File: config.mk
export PLATFORM = sky130hd
export DESIGN_NAME = pwm_synced_dual_sample_averager_unit_flat
export DESIGN_NICKNAME = d
export VERILOG_FILES = /design/src/hw/rtl/psa_pkg.sv /design/src/hw/rtl/psa_in_if.sv /design/src/hw/rtl/psa_out_if.sv /design/src/hw/rtl/psa_ctrl.sv /design/src/hw/rtl/psa_dp.sv /design/src/hw/rtl/pwm_synced_dual_sample_averager_unit.sv /design/src/flat_wrapper.sv
export SDC_FILE = /design/constraint.sdc
export NUM_CORES = 1
export LEC_CHECK = 0
export BUFFER_PORTS_ARGS = -buffer_cell sky130_fd_sc_hd__buf_2
export CORE_ASPECT_RATIO = 0.6
export CORE_MARGIN = 1.5
export CORE_UTILIZATION = 55
export CTS_CLUSTER_DIAMETER = 80
export DETAILED_ROUTE_END_ITERATION = 8
export GPL_TIMING_DRIVEN = 0
export PLACE_DENSITY_LB_ADDON = 0.08
export RECOVER_POWER = 25
export SYNTH_ARGS = -nofsm -noshare
export SYNTH_HDL_FRONTEND = slang
export SYNTH_SLANG_ARGS = --single-unit
File: constraint.sdc
create_clock -name i_clk -period 8.4 [get_ports i_clk]
set_input_delay 0.84 -clock i_clk [delete_from_list [all_inputs] [get_ports i_clk]]
set_output_delay 0.84 -clock i_clk [all_outputs]
set_load 0.02 [all_outputs]
File: src/hw/rtl/psa_pkg.sv
// Package for the PWM-synced dual-sample averager.
// Widths, register indexes, reset values and controller/datapath structs.
// No dependencies.
package psa_pkg;

    localparam int TIME_BITS     = 16;
    localparam int SAMPLE_BITS   = 12;
    localparam int SUM_BITS      = 20;
    localparam int CYC_BITS      = 8;
    localparam int CFG_IDX_BITS  = 3;
    localparam int CFG_DATA_BITS = 16;
    localparam int DIV_CNT_BITS  = $clog2(SUM_BITS);

    localparam logic [CFG_IDX_BITS-1:0] REG_ON_TIME     = 3'd0;
    localparam logic [CFG_IDX_BITS-1:0] REG_PERIOD      = 3'd1;
    localparam logic [CFG_IDX_BITS-1:0] REG_SECOND_TIME = 3'd2;
    localparam logic [CFG_IDX_BITS-1:0] REG_FIRST_DELAY = 3'd3;
    localparam logic [CFG_IDX_BITS-1:0] REG_CYCLES      = 3'd4;

    localparam logic [TIME_BITS-1:0] RST_ON_TIME     = 16'd1000;
    localparam logic [TIME_BITS-1:0] RST_PERIOD      = 16'd10000;
    localparam logic [TIME_BITS-1:0] RST_SECOND_TIME = 16'd700;
    localparam logic [TIME_BITS-1:0] RST_FIRST_DELAY = 16'd100;
    localparam logic [CYC_BITS-1:0]  RST_CYCLES      = 8'd10;

    typedef struct packed {
        logic tick;
        logic step;
        logic finish;
    } t_cmd;

    typedef struct packed {
        logic publish;
    } t_stat;

endpackage

File: src/hw/rtl/psa_in_if.sv
// Input channel of the averager: one beat per microsecond tick.
// Depends on psa_pkg.
interface psa_in_if;
    logic                               valid;
    logic                               ready;
    logic [psa_pkg::SAMPLE_BITS-1:0]    sample_mv;

    modport source (output valid, output sample_mv, input ready);
    modport sink   (input valid, input sample_mv, output ready);
endinterface

File: src/hw/rtl/psa_out_if.sv
// Output channel of the averager: one result beat per tick.
// Depends on psa_pkg.
interface psa_out_if;
    logic                               valid;
    logic                               ready;
    logic                               drive_level;
    logic                               sample_strobe;
    logic                               result_ready;
    logic [psa_pkg::SAMPLE_BITS-1:0]    first_average;
    logic [psa_pkg::SAMPLE_BITS-1:0]    second_average;

    modport source (output valid, output drive_level, output sample_strobe,
                    output result_ready, output first_average, output second_average,
                    input ready);
    modport sink   (input valid, input drive_level, input sample_strobe,
                    input result_ready, input first_average, input second_average,
                    output ready);
endinterface

File: src/hw/rtl/psa_ctrl.sv
// Controller of the averager: handshake, division sequencing, output valid.
// Depends on psa_pkg.
module psa_ctrl (
    input  logic            i_clk,
    input  logic            i_rst_n,
    input  logic            i_in_valid,
    output logic            o_in_ready,
    output logic            o_out_valid,
    input  logic            i_out_ready,
    input  psa_pkg::t_stat  i_stat,
    output psa_pkg::t_cmd   o_cmd
);

    localparam logic [1:0] ST_IDLE = 2'd0;
    localparam logic [1:0] ST_DIV  = 2'd1;
    localparam logic [1:0] ST_DONE = 2'd2;

    localparam logic [psa_pkg::DIV_CNT_BITS-1:0] LAST_STEP =
        psa_pkg::DIV_CNT_BITS'(psa_pkg::SUM_BITS - 1);

    logic [1:0]                         r_state, n_state;
    logic [psa_pkg::DIV_CNT_BITS-1:0]   r_cnt, n_cnt;
    logic                               r_out_valid, n_out_valid;
    logic                               in_fire;

    assign o_in_ready  = (r_state == ST_IDLE) && (!r_out_valid || i_out_ready);
    assign in_fire     = i_in_valid && o_in_ready;
    assign o_out_valid = r_out_valid;

    always_comb begin
        n_state     = r_state;
        n_cnt       = r_cnt;
        n_out_valid = r_out_valid && !i_out_ready;
        o_cmd       = '0;
        case (r_state)
            ST_IDLE: begin
                if (in_fire) begin
                    o_cmd.tick = 1'b1;
                    if (i_stat.publish) begin
                        n_state = ST_DIV;
                        n_cnt   = '0;
                    end else begin
                        n_out_valid = 1'b1;
                    end
                end
            end
            ST_DIV: begin
                o_cmd.step = 1'b1;
                n_cnt      = r_cnt + 1'b1;
                if (r_cnt == LAST_STEP) begin
                    n_state = ST_DONE;
                end
            end
            ST_DONE: begin
                o_cmd.finish = 1'b1;
                n_out_valid  = 1'b1;
                n_state      = ST_IDLE;
            end
            default: begin
                n_state = ST_IDLE;
            end
        endcase
    end

    always_ff @(posedge i_clk) begin
        if (!i_rst_n) begin
            r_state     <= ST_IDLE;
            r_cnt       <= '0;
            r_out_valid <= 1'b0;
        end else begin
            r_state     <= n_state;
            r_cnt       <= n_cnt;
            r_out_valid <= n_out_valid;
        end
    end

endmodule

File: src/hw/rtl/psa_dp.sv
// Datapath of the averager: config registers, period counter, accumulators,
// two bit-serial restoring dividers and the output payload register.
// Depends on psa_pkg.
module psa_dp (
    input  logic                                i_clk,
    input  logic                                i_rst_n,
    input  logic                                i_cfg_we,
    input  logic [psa_pkg::CFG_IDX_BITS-1:0]    i_cfg_idx,
    input  logic [psa_pkg::CFG_DATA_BITS-1:0]   i_cfg_data,
    input  logic [psa_pkg::SAMPLE_BITS-1:0]     i_sample_mv,
    input  psa_pkg::t_cmd                       i_cmd,
    output psa_pkg::t_stat                      o_stat,
    output logic                                o_drive_level,
    output logic                                o_sample_strobe,
    output logic                                o_result_ready,
    output logic [psa_pkg::SAMPLE_BITS-1:0]     o_first_average,
    output logic [psa_pkg::SAMPLE_BITS-1:0]     o_second_average
);

    localparam int TB = psa_pkg::TIME_BITS;
    localparam int SB = psa_pkg::SAMPLE_BITS;
    localparam int UB = psa_pkg::SUM_BITS;
    localparam int CB = psa_pkg::CYC_BITS;
    localparam logic [UB-1:0] SUM_MAX = '1;
    localparam logic [UB-1:0] AVG_MAX = UB'({SB{1'b1}});

    logic [TB-1:0]  r_on_time, r_period, r_second_time, r_first_delay;
    logic [CB-1:0]  r_cycles;

    logic [TB-1:0]  r_count;
    logic [CB-1:0]  r_pd;
    logic [UB-1:0]  r_first_sum, r_second_sum;
    logic [SB-1:0]  r_first_avg, r_second_avg;

    logic [UB-1:0]  r_q1, r_q2;
    logic [CB-1:0]  r_rem1, r_rem2;
    logic [CB-1:0]  r_divisor;
    logic           r_drive_hold, r_strobe_hold;

    logic [SB-1:0]  r_o_first, r_o_second;
    logic           r_o_drive, r_o_strobe, r_o_ready;

    logic [CB-1:0]  ncyc;
    logic           drive, hit1, hit2, publish;
    logic [UB:0]    add1, add2;
    logic [UB-1:0]  n_first_sum, n_second_sum;
    logic [CB-1:0]  pd_inc;
    logic [TB:0]    next_wide;
    logic [TB-1:0]  n_count;
    logic [CB:0]    trial1, trial2;
    logic [SB-1:0]  avg1, avg2;

    assign ncyc   = (r_cycles == '0) ? CB'(1) : r_cycles;
    assign drive  = r_count < r_on_time;
    assign hit1   = r_count == r_first_delay;
    assign hit2   = r_count == r_second_time;
    assign add1   = {1'b0, r_first_sum} + (UB+1)'(i_sample_mv);
    assign add2   = {1'b0, r_second_sum} + (UB+1)'(i_sample_mv);
    assign n_first_sum  = !hit1 ? r_first_sum  : (add1[UB] ? SUM_MAX : add1[UB-1:0]);
    assign n_second_sum = !hit2 ? r_second_sum : (add2[UB] ? SUM_MAX : add2[UB-1:0]);
    assign pd_inc    = r_pd + 1'b1;
    assign publish   = hit2 && ((pd_inc == '0) || (pd_inc >= ncyc));
    assign next_wide = {1'b0, r_count} + 1'b1;
    assign n_count   = (next_wide >= {1'b0, r_period}) ? '0 : next_wide[TB-1:0];

    assign o_stat.publish = publish;

    assign trial1 = {r_rem1, r_q1[UB-1]};
    assign trial2 = {r_rem2, r_q2[UB-1]};
    assign avg1   = (r_q1 > AVG_MAX) ? '1 : r_q1[SB-1:0];
    assign avg2   = (r_q2 > AVG_MAX) ? '1 : r_q2[SB-1:0];

    always_ff @(posedge i_clk) begin
        if (!i_rst_n) begin
            r_on_time     <= psa_pkg::RST_ON_TIME;
            r_period      <= psa_pkg::RST_PERIOD;
            r_second_time <= psa_pkg::RST_SECOND_TIME;
            r_first_delay <= psa_pkg::RST_FIRST_DELAY;
            r_cycles      <= psa_pkg::RST_CYCLES;
        end else if (i_cfg_we) begin
            case (i_cfg_idx)
                psa_pkg::REG_ON_TIME:     r_on_time     <= i_cfg_data;
                psa_pkg::REG_PERIOD:      r_period      <= i_cfg_data;
                psa_pkg::REG_SECOND_TIME: r_second_time <= i_cfg_data;
                psa_pkg::REG_FIRST_DELAY: r_first_delay <= i_cfg_data;
                psa_pkg::REG_CYCLES:      r_cycles      <= i_cfg_data[CB-1:0];
                default: ;
            endcase
        end
    end

    always_ff @(posedge i_clk) begin
        if (!i_rst_n) begin
            r_count      <= '0;
            r_pd         <= '0;
            r_first_sum  <= '0;
            r_second_sum <= '0;
            r_first_avg  <= '0;
            r_second_avg <= '0;
        end else if (i_cmd.tick) begin
            r_count      <= n_count;
            r_first_sum  <= n_first_sum;
            r_second_sum <= n_second_sum;
            if (hit2) begin
                r_pd <= publish ? '0 : pd_inc;
            end
        end else if (i_cmd.finish) begin
            r_first_sum  <= '0;
            r_second_sum <= '0;
            r_first_avg  <= avg1;
            r_second_avg <= avg2;
        end
    end

    // restoring division, one quotient bit per step; remainder stays below divisor
    always_ff @(posedge i_clk) begin
        if (i_cmd.tick) begin
            r_q1          <= n_first_sum;
            r_q2          <= n_second_sum;
            r_rem1        <= '0;
            r_rem2        <= '0;
            r_divisor     <= ncyc;
            r_drive_hold  <= drive;
            r_strobe_hold <= hit1 || hit2;
        end else if (i_cmd.step) begin
            if (trial1 >= {1'b0, r_divisor}) begin
                r_rem1 <= CB'(trial1 - {1'b0, r_divisor});
                r_q1   <= {r_q1[UB-2:0], 1'b1};
            end else begin
                r_rem1 <= trial1[CB-1:0];
                r_q1   <= {r_q1[UB-2:0], 1'b0};
            end
            if (trial2 >= {1'b0, r_divisor}) begin
                r_rem2 <= CB'(trial2 - {1'b0, r_divisor});
                r_q2   <= {r_q2[UB-2:0], 1'b1};
            end else begin
                r_rem2 <= trial2[CB-1:0];
                r_q2   <= {r_q2[UB-2:0], 1'b0};
            end
        end
    end

    always_ff @(posedge i_clk) begin
        if (i_cmd.tick && !publish) begin
            r_o_drive  <= drive;
            r_o_strobe <= hit1 || hit2;
            r_o_ready  <= 1'b0;
            r_o_first  <= r_first_avg;
            r_o_second <= r_second_avg;
        end else if (i_cmd.finish) begin
            r_o_drive  <= r_drive_hold;
            r_o_strobe <= r_strobe_hold;
            r_o_ready  <= 1'b1;
            r_o_first  <= avg1;
            r_o_second <= avg2;
        end
    end

    assign o_drive_level    = r_o_drive;
    assign o_sample_strobe  = r_o_strobe;
    assign o_result_ready   = r_o_ready;
    assign o_first_average  = r_o_first;
    assign o_second_average = r_o_second;

endmodule

File: src/hw/rtl/pwm_synced_dual_sample_averager_unit.sv
// Top level: PWM-synced dual-sample averager (controller + datapath).
// A plain tick's result beat is valid in the cycle after it is accepted; a publishing
// tick first runs 20 bit-serial divider steps and a finish state, taking no new tick.
// Throughput: one tick per cycle when nothing is published and the output is ready.
// Reset (synchronous, active low): registers to defaults, counters, sums, averages 0.
// Depends on psa_pkg, psa_in_if, psa_out_if, psa_ctrl, psa_dp.
module pwm_synced_dual_sample_averager_unit (
    input  logic                                i_clk,
    input  logic                                i_rst_n,
    input  logic                                i_cfg_we,
    input  logic [psa_pkg::CFG_IDX_BITS-1:0]    i_cfg_idx,
    input  logic [psa_pkg::CFG_DATA_BITS-1:0]   i_cfg_data,
    psa_in_if.sink                              i_in,
    psa_out_if.source                           o_out
);

    psa_pkg::t_cmd  cmd;
    psa_pkg::t_stat stat;

    psa_ctrl u_ctrl (
        .i_clk       (i_clk),
        .i_rst_n     (i_rst_n),
        .i_in_valid  (i_in.valid),
        .o_in_ready  (i_in.ready),
        .o_out_valid (o_out.valid),
        .i_out_ready (o_out.ready),
        .i_stat      (stat),
        .o_cmd       (cmd)
    );

    psa_dp u_dp (
        .i_clk            (i_clk),
        .i_rst_n          (i_rst_n),
        .i_cfg_we         (i_cfg_we),
        .i_cfg_idx        (i_cfg_idx),
        .i_cfg_data       (i_cfg_data),
        .i_sample_mv      (i_in.sample_mv),
        .i_cmd            (cmd),
        .o_stat           (stat),
        .o_drive_level    (o_out.drive_level),
        .o_sample_strobe  (o_out.sample_strobe),
        .o_result_ready   (o_out.result_ready),
        .o_first_average  (o_out.first_average),
        .o_second_average (o_out.second_average)
    );

endmodule

File: src/flat_wrapper.sv
// flat-port wrapper written by rule: the top's interface ports become plain ports
module pwm_synced_dual_sample_averager_unit_flat 
  (i_clk, i_rst_n, i_cfg_we, i_cfg_idx, i_cfg_data, i_in_valid, i_in_sample_mv, i_in_ready, o_out_valid, o_out_drive_level, o_out_sample_strobe, o_out_result_ready, o_out_first_average, o_out_second_average, o_out_ready);
  psa_in_if i_in_i ();
  psa_out_if o_out_i ();
  input  logic i_clk;
  input  logic i_rst_n;
  input  logic i_cfg_we;
  input  logic [psa_pkg::CFG_IDX_BITS-1:0] i_cfg_idx;
  input  logic [psa_pkg::CFG_DATA_BITS-1:0] i_cfg_data;
  input wire logic [$bits(i_in_i.valid)-1:0] i_in_valid;
  input wire logic [$bits(i_in_i.sample_mv)-1:0] i_in_sample_mv;
  output wire logic [$bits(i_in_i.ready)-1:0] i_in_ready;
  output wire logic [$bits(o_out_i.valid)-1:0] o_out_valid;
  output wire logic [$bits(o_out_i.drive_level)-1:0] o_out_drive_level;
  output wire logic [$bits(o_out_i.sample_strobe)-1:0] o_out_sample_strobe;
  output wire logic [$bits(o_out_i.result_ready)-1:0] o_out_result_ready;
  output wire logic [$bits(o_out_i.first_average)-1:0] o_out_first_average;
  output wire logic [$bits(o_out_i.second_average)-1:0] o_out_second_average;
  input wire logic [$bits(o_out_i.ready)-1:0] o_out_ready;
  assign i_in_i.valid = i_in_valid;
  assign i_in_i.sample_mv = i_in_sample_mv;
  assign i_in_ready = i_in_i.ready;
  assign o_out_valid = o_out_i.valid;
  assign o_out_drive_level = o_out_i.drive_level;
  assign o_out_sample_strobe = o_out_i.sample_strobe;
  assign o_out_result_ready = o_out_i.result_ready;
  assign o_out_first_average = o_out_i.first_average;
  assign o_out_second_average = o_out_i.second_average;
  assign o_out_i.ready = o_out_ready;
  pwm_synced_dual_sample_averager_unit u_core (.i_clk(i_clk), .i_rst_n(i_rst_n), .i_cfg_we(i_cfg_we), .i_cfg_idx(i_cfg_idx), .i_cfg_data(i_cfg_data), .i_in(i_in_i), .o_out(o_out_i));
endmodule
==> flow_summary.json, run 1 <==
{
  "critPathCaptureType": "register",
  "vias": 12689,
  "status": "complete, no violations",
  "post_cts_buffers": 0,
  "die_area_sq_um": 27100,
  "r2r-end": "u_core.u_dp.o_second_average[7]",
  "slew_viol_final": 0,
  "post_synth_instance_area_sq_um": 14400,
  "dp.cells": 2050,
  "grt_max_degree": 41,
  "flop_to_flop_setup_slack_ns": 3.61,
  "layout.core_utilization_pct": 62.9,
  "post_route_wl_microns": 43000,
  "portBuffers": 63,
  "detailed_route_wire_length_per_cell_microns": 20.5,
  "flip_flop_and_latch_count_after_synthesis": 261,
  "global_route.usage.total_pct": 31.8,
  "post-route-min-period_ns": 4.79,
  "postRouteAntennaNets": 0,
  "grt_first_pass_wirelength_microns": 65700,
  "clock_tree.root_cell": "clkbuf_16",
  "timing.hold.worst_path_depth": 2,
  "placementRows": 45,
  "synthFlopType": "dfxtp_1",
  "timing.critical_path.arrival_ns": 4.96,
  "design_power_total_w": 0.00285,
  "cpPeakStageDelay_ns": 0.90,
  "biggest_fanout_along_the_worst_timing_path": 26,
  "critPathKind": "register to register",
  "level_count_of_the_clock_h_tree": 1,
  "worst_hold_path_type": "register to register",
  "share_of_cells_above_drive_strength_1_pct": 10.1,
  "yosys_warnings": 0,
  "seq_area_frac_synth_pct": 41.7,
  "critical-path-top-delay-family": "simple AND/OR/NAND/NOR gates",
  "synthDominantAreaCellType": "dfxtp_1",
  "post_cts_resize_count": 0,
  "holdPathEnd": "u_core.u_dp.r_period[7]",
  "final-setup-viol-count": 0,
  "timing.rr.start": "u_core.u_dp.r_pd[0]",
  "peakVddDrop_mv": 0.169,
  "worstPathCellList": "ha_1, clkbuf_1, nand3_1, xnor2_1, ha_1, a21o_1, a211oi_1, o21ai_0, o211a_1, or3_1, a21oi_2, buf_6, buf_12, nand2b_1",
  "achievable-frequency_ghz": 0.209,
  "worst_r2r_path_depth": 14,
  "power_density_over_the_cells_nw_per_um2": 178,
  "timing.final.hold_violations": 0,
  "cts_tree": "built",
  "clock_latency_of_the_later_clocked_register_in_the_worst_skew_pair_ns": 0.55,
  "hpwl_microns": 32800,
  "number_of_flops_mapped_to_enable_cells_by_yosys": 76,
  "core_sq_um": 25400,
  "detailedPlace.worstSlack_ns": 3.66,
  "max-cap-violations": 0,
  "cts_made_buffers": 26,
  "grt_pass1_vias": 11231,
  "pin_count": 65,
  "synthesis.instances": 1635,
  "fillers": 2187,
  "die_width_microns": 212,
  "drt-pass1-iter-count": 5,
  "antennaDiodeCount": 0,
  "critical_path.startpoint_type": "register",
  "syn_avg_cell_area_sq_um": 8.79,
  "tritoncts_num_sinks": 261,
  "initial_core_util_pct": 56.5,
  "setup-tns-final_ns": 0,
  "die_h_microns": 128,
  "postSynth.asyncResetShare_pct": 0,
  "timing.hold.worst.start": "u_core.u_dp.r_period[7]",
  "antenna_found_initial": 0,
  "cts_max_path_buffers": 3,
  "rsz_0062_raised_after_global_routing": "no",
  "cts_hold_repair.buffers": 0,
  "finClkSkew_ns": 0.0123,
  "fin_crit_sh_pct": 57.0,
  "routed_via_density": 6.05,
  "area_delta_synth_final_pct": 11.4,
  "crit_required_ns": 8.56,
  "routabilityCongestion": 0.980,
  "overflow": 0,
  "finish.cell_count_without_fillers": 2097,
  "synth_most_common_cell": "nand2_1",
  "crit_path_top_delay_cell": "nand2b_1",
  "detail_route.drc_violations": 0,
  "synthTopCellsByCount": "nand2_1 (227), dfxtp_1 (185), nor2_1 (142)",
  "worst_setup_hold_path_clk_slew_ns": 0.07,
  "drt_iter0_markers": 1428,
  "critical_path_buf_inv_count": 3,
  "ys_types": 81,
  "postSynthNetCount": 1758,
  "synth_top_cells_by_area": "dfxtp_1 (26%), edfxtp_1 (16%), ha_1 (7.2%)",
  "p_leak_nw": 6.43,
  "worstMarginPinSlew_ns": 1.19,
  "netlist.area_leader.share_pct": 25.8,
  "slew_headroom_pct": 20.6,
  "fin_nets": 1849,
  "timing.critical_path.mode_cell": "ha_1",
  "worst_slack_ns": 3.61
}
-- worst reg2reg max path: stages (launching register included) --
cell,delay [ns]
dfxtp_1,0.52
ha_1,0.23
clkbuf_1,0.38
nand3_1,0.15
xnor2_1,0.26
ha_1,0.30
a21o_1,0.19
a211oi_1,0.21
o21ai_0,0.12
o211a_1,0.18
or3_1,0.40
a21oi_2,0.21
buf_6,0.19
buf_12,0.15
nand2b_1,0.90
-- stage by stage --
step	instance area (sq um)	hold WS, ns
finish	16000	0.456
global route	16000	0.479
CTS	16000	0.455
detailed placement	15100	0.446
global placement	15100	0.444
floorplan	14400	0.436
-- sequential cells by signal, indices dropped and copies added (netlist names), 2 cells and up --
signal                        count
u_core.u_dp.o_second_average     12
u_core.u_ctrl.r_state             2
u_core.u_dp.r_first_sum          20
u_core.u_dp.r_rem2                8
u_core.u_dp.o_first_average      12
u_core.u_dp.r_pd                  8
u_core.u_dp.r_count              16
u_core.u_dp.r_q2                 20
u_core.u_dp.r_divisor             8
u_core.u_dp.r_cycles              8
u_core.u_dp.r_rem1                8
u_core.u_dp.r_second_time        16
u_core.u_ctrl.r_cnt               5
u_core.u_dp.r_q1                 20
u_core.u_dp.r_on_time            16
u_core.u_dp.r_second_avg         12
u_core.u_dp.r_first_avg          12
u_core.u_dp.r_period             16
u_core.u_dp.r_first_delay        16
u_core.u_dp.r_second_sum         20
-- power breakdown --
part           leakage, nW  switching, W  internal (W)  total [W]
logic                 3.74      0.000154     0.0000703   0.000224
clock network        0.455      0.000517      0.000750    0.00127
registers             2.23     0.0000202       0.00134    0.00136
total                 6.43      0.000691       0.00216    0.00285
-- placed cells by master, fill, tap and decap left out, types with 30 or more instances in the layout --
cell type,instances
nand3_1,57
nand2_1,227
o21ai_0,86
dfxtp_1,185
or2_2,30
ha_1,83
buf_2,48
nor2_1,142
a21oi_1,120
edfxtp_1,76
clkbuf_1,103
inv_1,71
nor3_1,38
xor2_1,57
-- layout make-up --
cell class	count	area, sq um	share of cell area, %
multi-input cells	1202	7670	47.9
clock buffers	35	749	4.68
well taps	352	440	2.75
flip-flops and latches	261	5990	37.4
repair buffers	63	278	1.74
inverters	72	270	1.69
clock inverters	12	171	1.07
plain buffers	100	444	2.77
-- layer usage --
layer,up-vias,wire (microns),GRT usage (%)
li1,5999,-,-
met1,6017,20900,50.8
met2,625,15700,40.3
met3,48,5830,11.2
met4,0,587,4.62
met5,-,0,0
-- cell families after synthesis --
kind of cell,synth area share [%]
buffers and inverters,4.97
adders and majority gates,7.78
DFF,41.7
xor gates and xnor gates,5.18
muxes,2.74
and+or+nand+nor,19.6
AOI/OAI and AO/OA,18.1
-- worst max-delay path by stage --
stage | start | to | cells past startpoint
floorplan | u_core.u_dp.r_pd[0] | u_core.u_dp.o_drive_level | 14
global placement | u_core.u_dp.r_pd[0] | u_core.u_dp.o_first_average[5] | 14
detailed placement | u_core.u_dp.r_pd[0] | u_core.u_dp.o_first_average[5] | 14
CTS | u_core.u_dp.r_pd[0] | u_core.u_dp.o_second_average[11] | 14
global route | u_core.u_dp.r_pd[0] | u_core.u_dp.o_second_average[11] | 14
finish | u_core.u_dp.r_pd[0] | u_core.u_dp.o_second_average[7] | 14
Note: power is estimated with default switching activity, not from simulation.
==> inputs of run 2 (changes only) <==
- clock period: 8.4 -> 4.1 ns (I/O delays scaled with it)
==> flow_summary.json, run 2 (synthesis results as in run 1) <==
{
  "max-cap-violations": 0,
  "holdWs_ns": 0.154,
  "tritoncts_num_sinks": 261,
  "cts_made_buffers": 26,
  "cpPeakStageDelay_ns": 0.49,
  "fin_crit_sh_pct": 93.4,
  "status": "complete, no violations",
  "achievable-frequency_ghz": 0.261,
  "routed_via_density": 6.03,
  "die_area_sq_um": 27100,
  "worstPathCellList": "ha_1, clkbuf_2, nand3_1, xnor2_1, ha_1, a21o_1, a211oi_1, o21ai_0, o211a_1, or3_1, a21oi_2, buf_6, buf_12, nand2b_4",
  "worst_r2r_path_depth": 14,
  "cts_max_path_buffers": 3,
  "design_power_total_w": 0.00585,
  "crit_path_top_delay_cell": "dfxtp_1",
  "biggest_fanout_along_the_worst_timing_path": 13,
  "core_sq_um": 25400,
  "worstSetupPathDepth": 14,
  "finClkSkew_ns": 0.0119,
  "timing.critical_path.mode_cell": "ha_1",
  "worstMarginPinSlew_ns": 1.20,
  "cts_hold_repair.buffers": 0,
  "clock_latency_of_the_later_clocked_register_in_the_worst_skew_pair_ns": 0.55,
  "placedInstanceArea_sq_um": 15100,
  "worst_setup_hold_path_clk_slew_ns": 0.06,
  "critPathCaptureType": "register",
  "worst_hold_path_type": "input port to register",
  "fin_nets": 1850,
  "slew_headroom_pct": 20.0,
  "routabilityCongestion": 0.980,
  "critical_path_buf_inv_count": 3,
  "grt_pass1_vias": 11234,
  "initial_core_util_pct": 56.5,
  "critPathKind": "register to register",
  "final-setup-viol-count": 0,
  "cts_tree": "built",
  "detailed_route_wire_length_per_cell_microns": 20.6,
  "hpwl_microns": 32800,
  "drt_iter0_markers": 1415,
  "peakVddDrop_mv": 0.345,
  "overflow": 0,
  "die_width_microns": 212,
  "post-route-min-period_ns": 3.83,
  "placementRows": 45,
  "timing.final.hold_violations": 0,
  "layout.core_utilization_pct": 63.0,
  "dp.cells": 2050,
  "portBuffers": 63,
  "antenna_found_initial": 0,
  "pin_count": 65,
  "grt_first_pass_wirelength_microns": 65700,
  "detail_route.drc_violations": 0,
  "level_count_of_the_clock_h_tree": 1,
  "drt-pass1-iter-count": 7,
  "power_density_over_the_cells_nw_per_um2": 365,
  "post_route_wl_microns": 43200,
  "commonest_non_fill_non_tap_cells_in_the_layout": "nand2_1 (227), dfxtp_1 (184), nor2_1 (142)",
  "finish.cell_count_without_fillers": 2098,
  "slew_viol_final": 0,
  "vias": 12657,
  "timing.hold.worst_path_depth": 3,
  "global_route.usage.total_pct": 31.8,
  "postRouteAntennaNets": 0,
  "clock_tree.root_cell": "clkbuf_16",
  "crit_required_ns": 4.34,
  "p_leak_nw": 6.45,
  "antennaDiodeCount": 0,
  "share_of_cells_above_drive_strength_1_pct": 10.5,
  "timing.critical_path.arrival_ns": 4.07,
  "critical-path-top-delay-family": "compound AO/OA/AOI/OAI gates",
  "rsz_0062_raised_after_global_routing": "no",
  "area_delta_synth_final_pct": 11.6,
  "grt_max_degree": 41,
  "stdcell_area_sq_um": 16000,
  "die_h_microns": 128,
  "layout.cells.most_common": "nand2_1",
  "critical_path.startpoint_type": "register"
}
[run 2: changes by cell type in the layout (fill, tap and decap cells not counted), sizes merged]
cell,before,now
nand2b,14,15
[run 2: through the flow]
| step | setup TNS (ns) | setup slack [ns] |
|---|---|---|
| after floorplan | 0 | 0.0848 |
| after global placement | -15.35 | -0.592 |
| after detailed placement | -16.70 | -0.645 |
| after CTS | 0 | 0.0734 |
| after global routing | 0 | 0.0359 |
| final | 0 | 0.271 |
[run 2: area by class of cell]
class | instances | area, sq um
clock buffers | 35 | 749
repair buffers | 63 | 278
multi-input cells | 1203 | 7690
plain buffers | 100 | 447
inverters | 72 | 270
well taps | 352 | 440
clock inverters | 12 | 171
fillers | 2184 | 9410
flip-flops and latches | 261 | 5990
[run 2: worst min-delay path: stages]
cell and delay (ns):
buf_2 0.13, nand2_1 0.06, a21oi_1 0.05
[run 2: layer usage]
metal | part of all wire (%) | global-route usage, % | vias to the layer above
met5 | 0 | 0 | -
met4 | 1.5 | 4.62 | 0
met3 | 13 | 11.2 | 56
met2 | 37 | 40.4 | 589
met1 | 49 | 50.7 | 6009
li1 | - | - | 6003
[run 2: final timing paths]
path                           start                                to  slack (ns)
max reg2reg      u_core.u_dp.r_pd[1]  u_core.u_dp.o_second_average[11]        0.27
max              u_core.u_dp.r_pd[1]  u_core.u_dp.o_second_average[11]        0.27
min reg2reg  u_core.u_dp.r_period[7]           u_core.u_dp.r_period[7]        0.46
min                   i_cfg_data[12]         u_core.u_dp.r_on_time[12]        0.15
[run 2: power breakdown]
group / switching, W / internal, W / total [W]
Combinational: 0.000316 / 0.000146 / 0.000462
Sequential: 0.0000415 / 0.00274 / 0.00278
Clock: 0.00107 / 0.00154 / 0.00261
Total: 0.00143 / 0.00442 / 0.00585
[run 2: timing repair]
action                                  in CTS  in global routing
gates cloned                                 0                  1
endpoints found under the setup margin      26                 36
endpoints found under the hold margin        0                  0
pin swaps                                    0                  0
buffers inserted                             0                  0
resized for setup                            3                  5
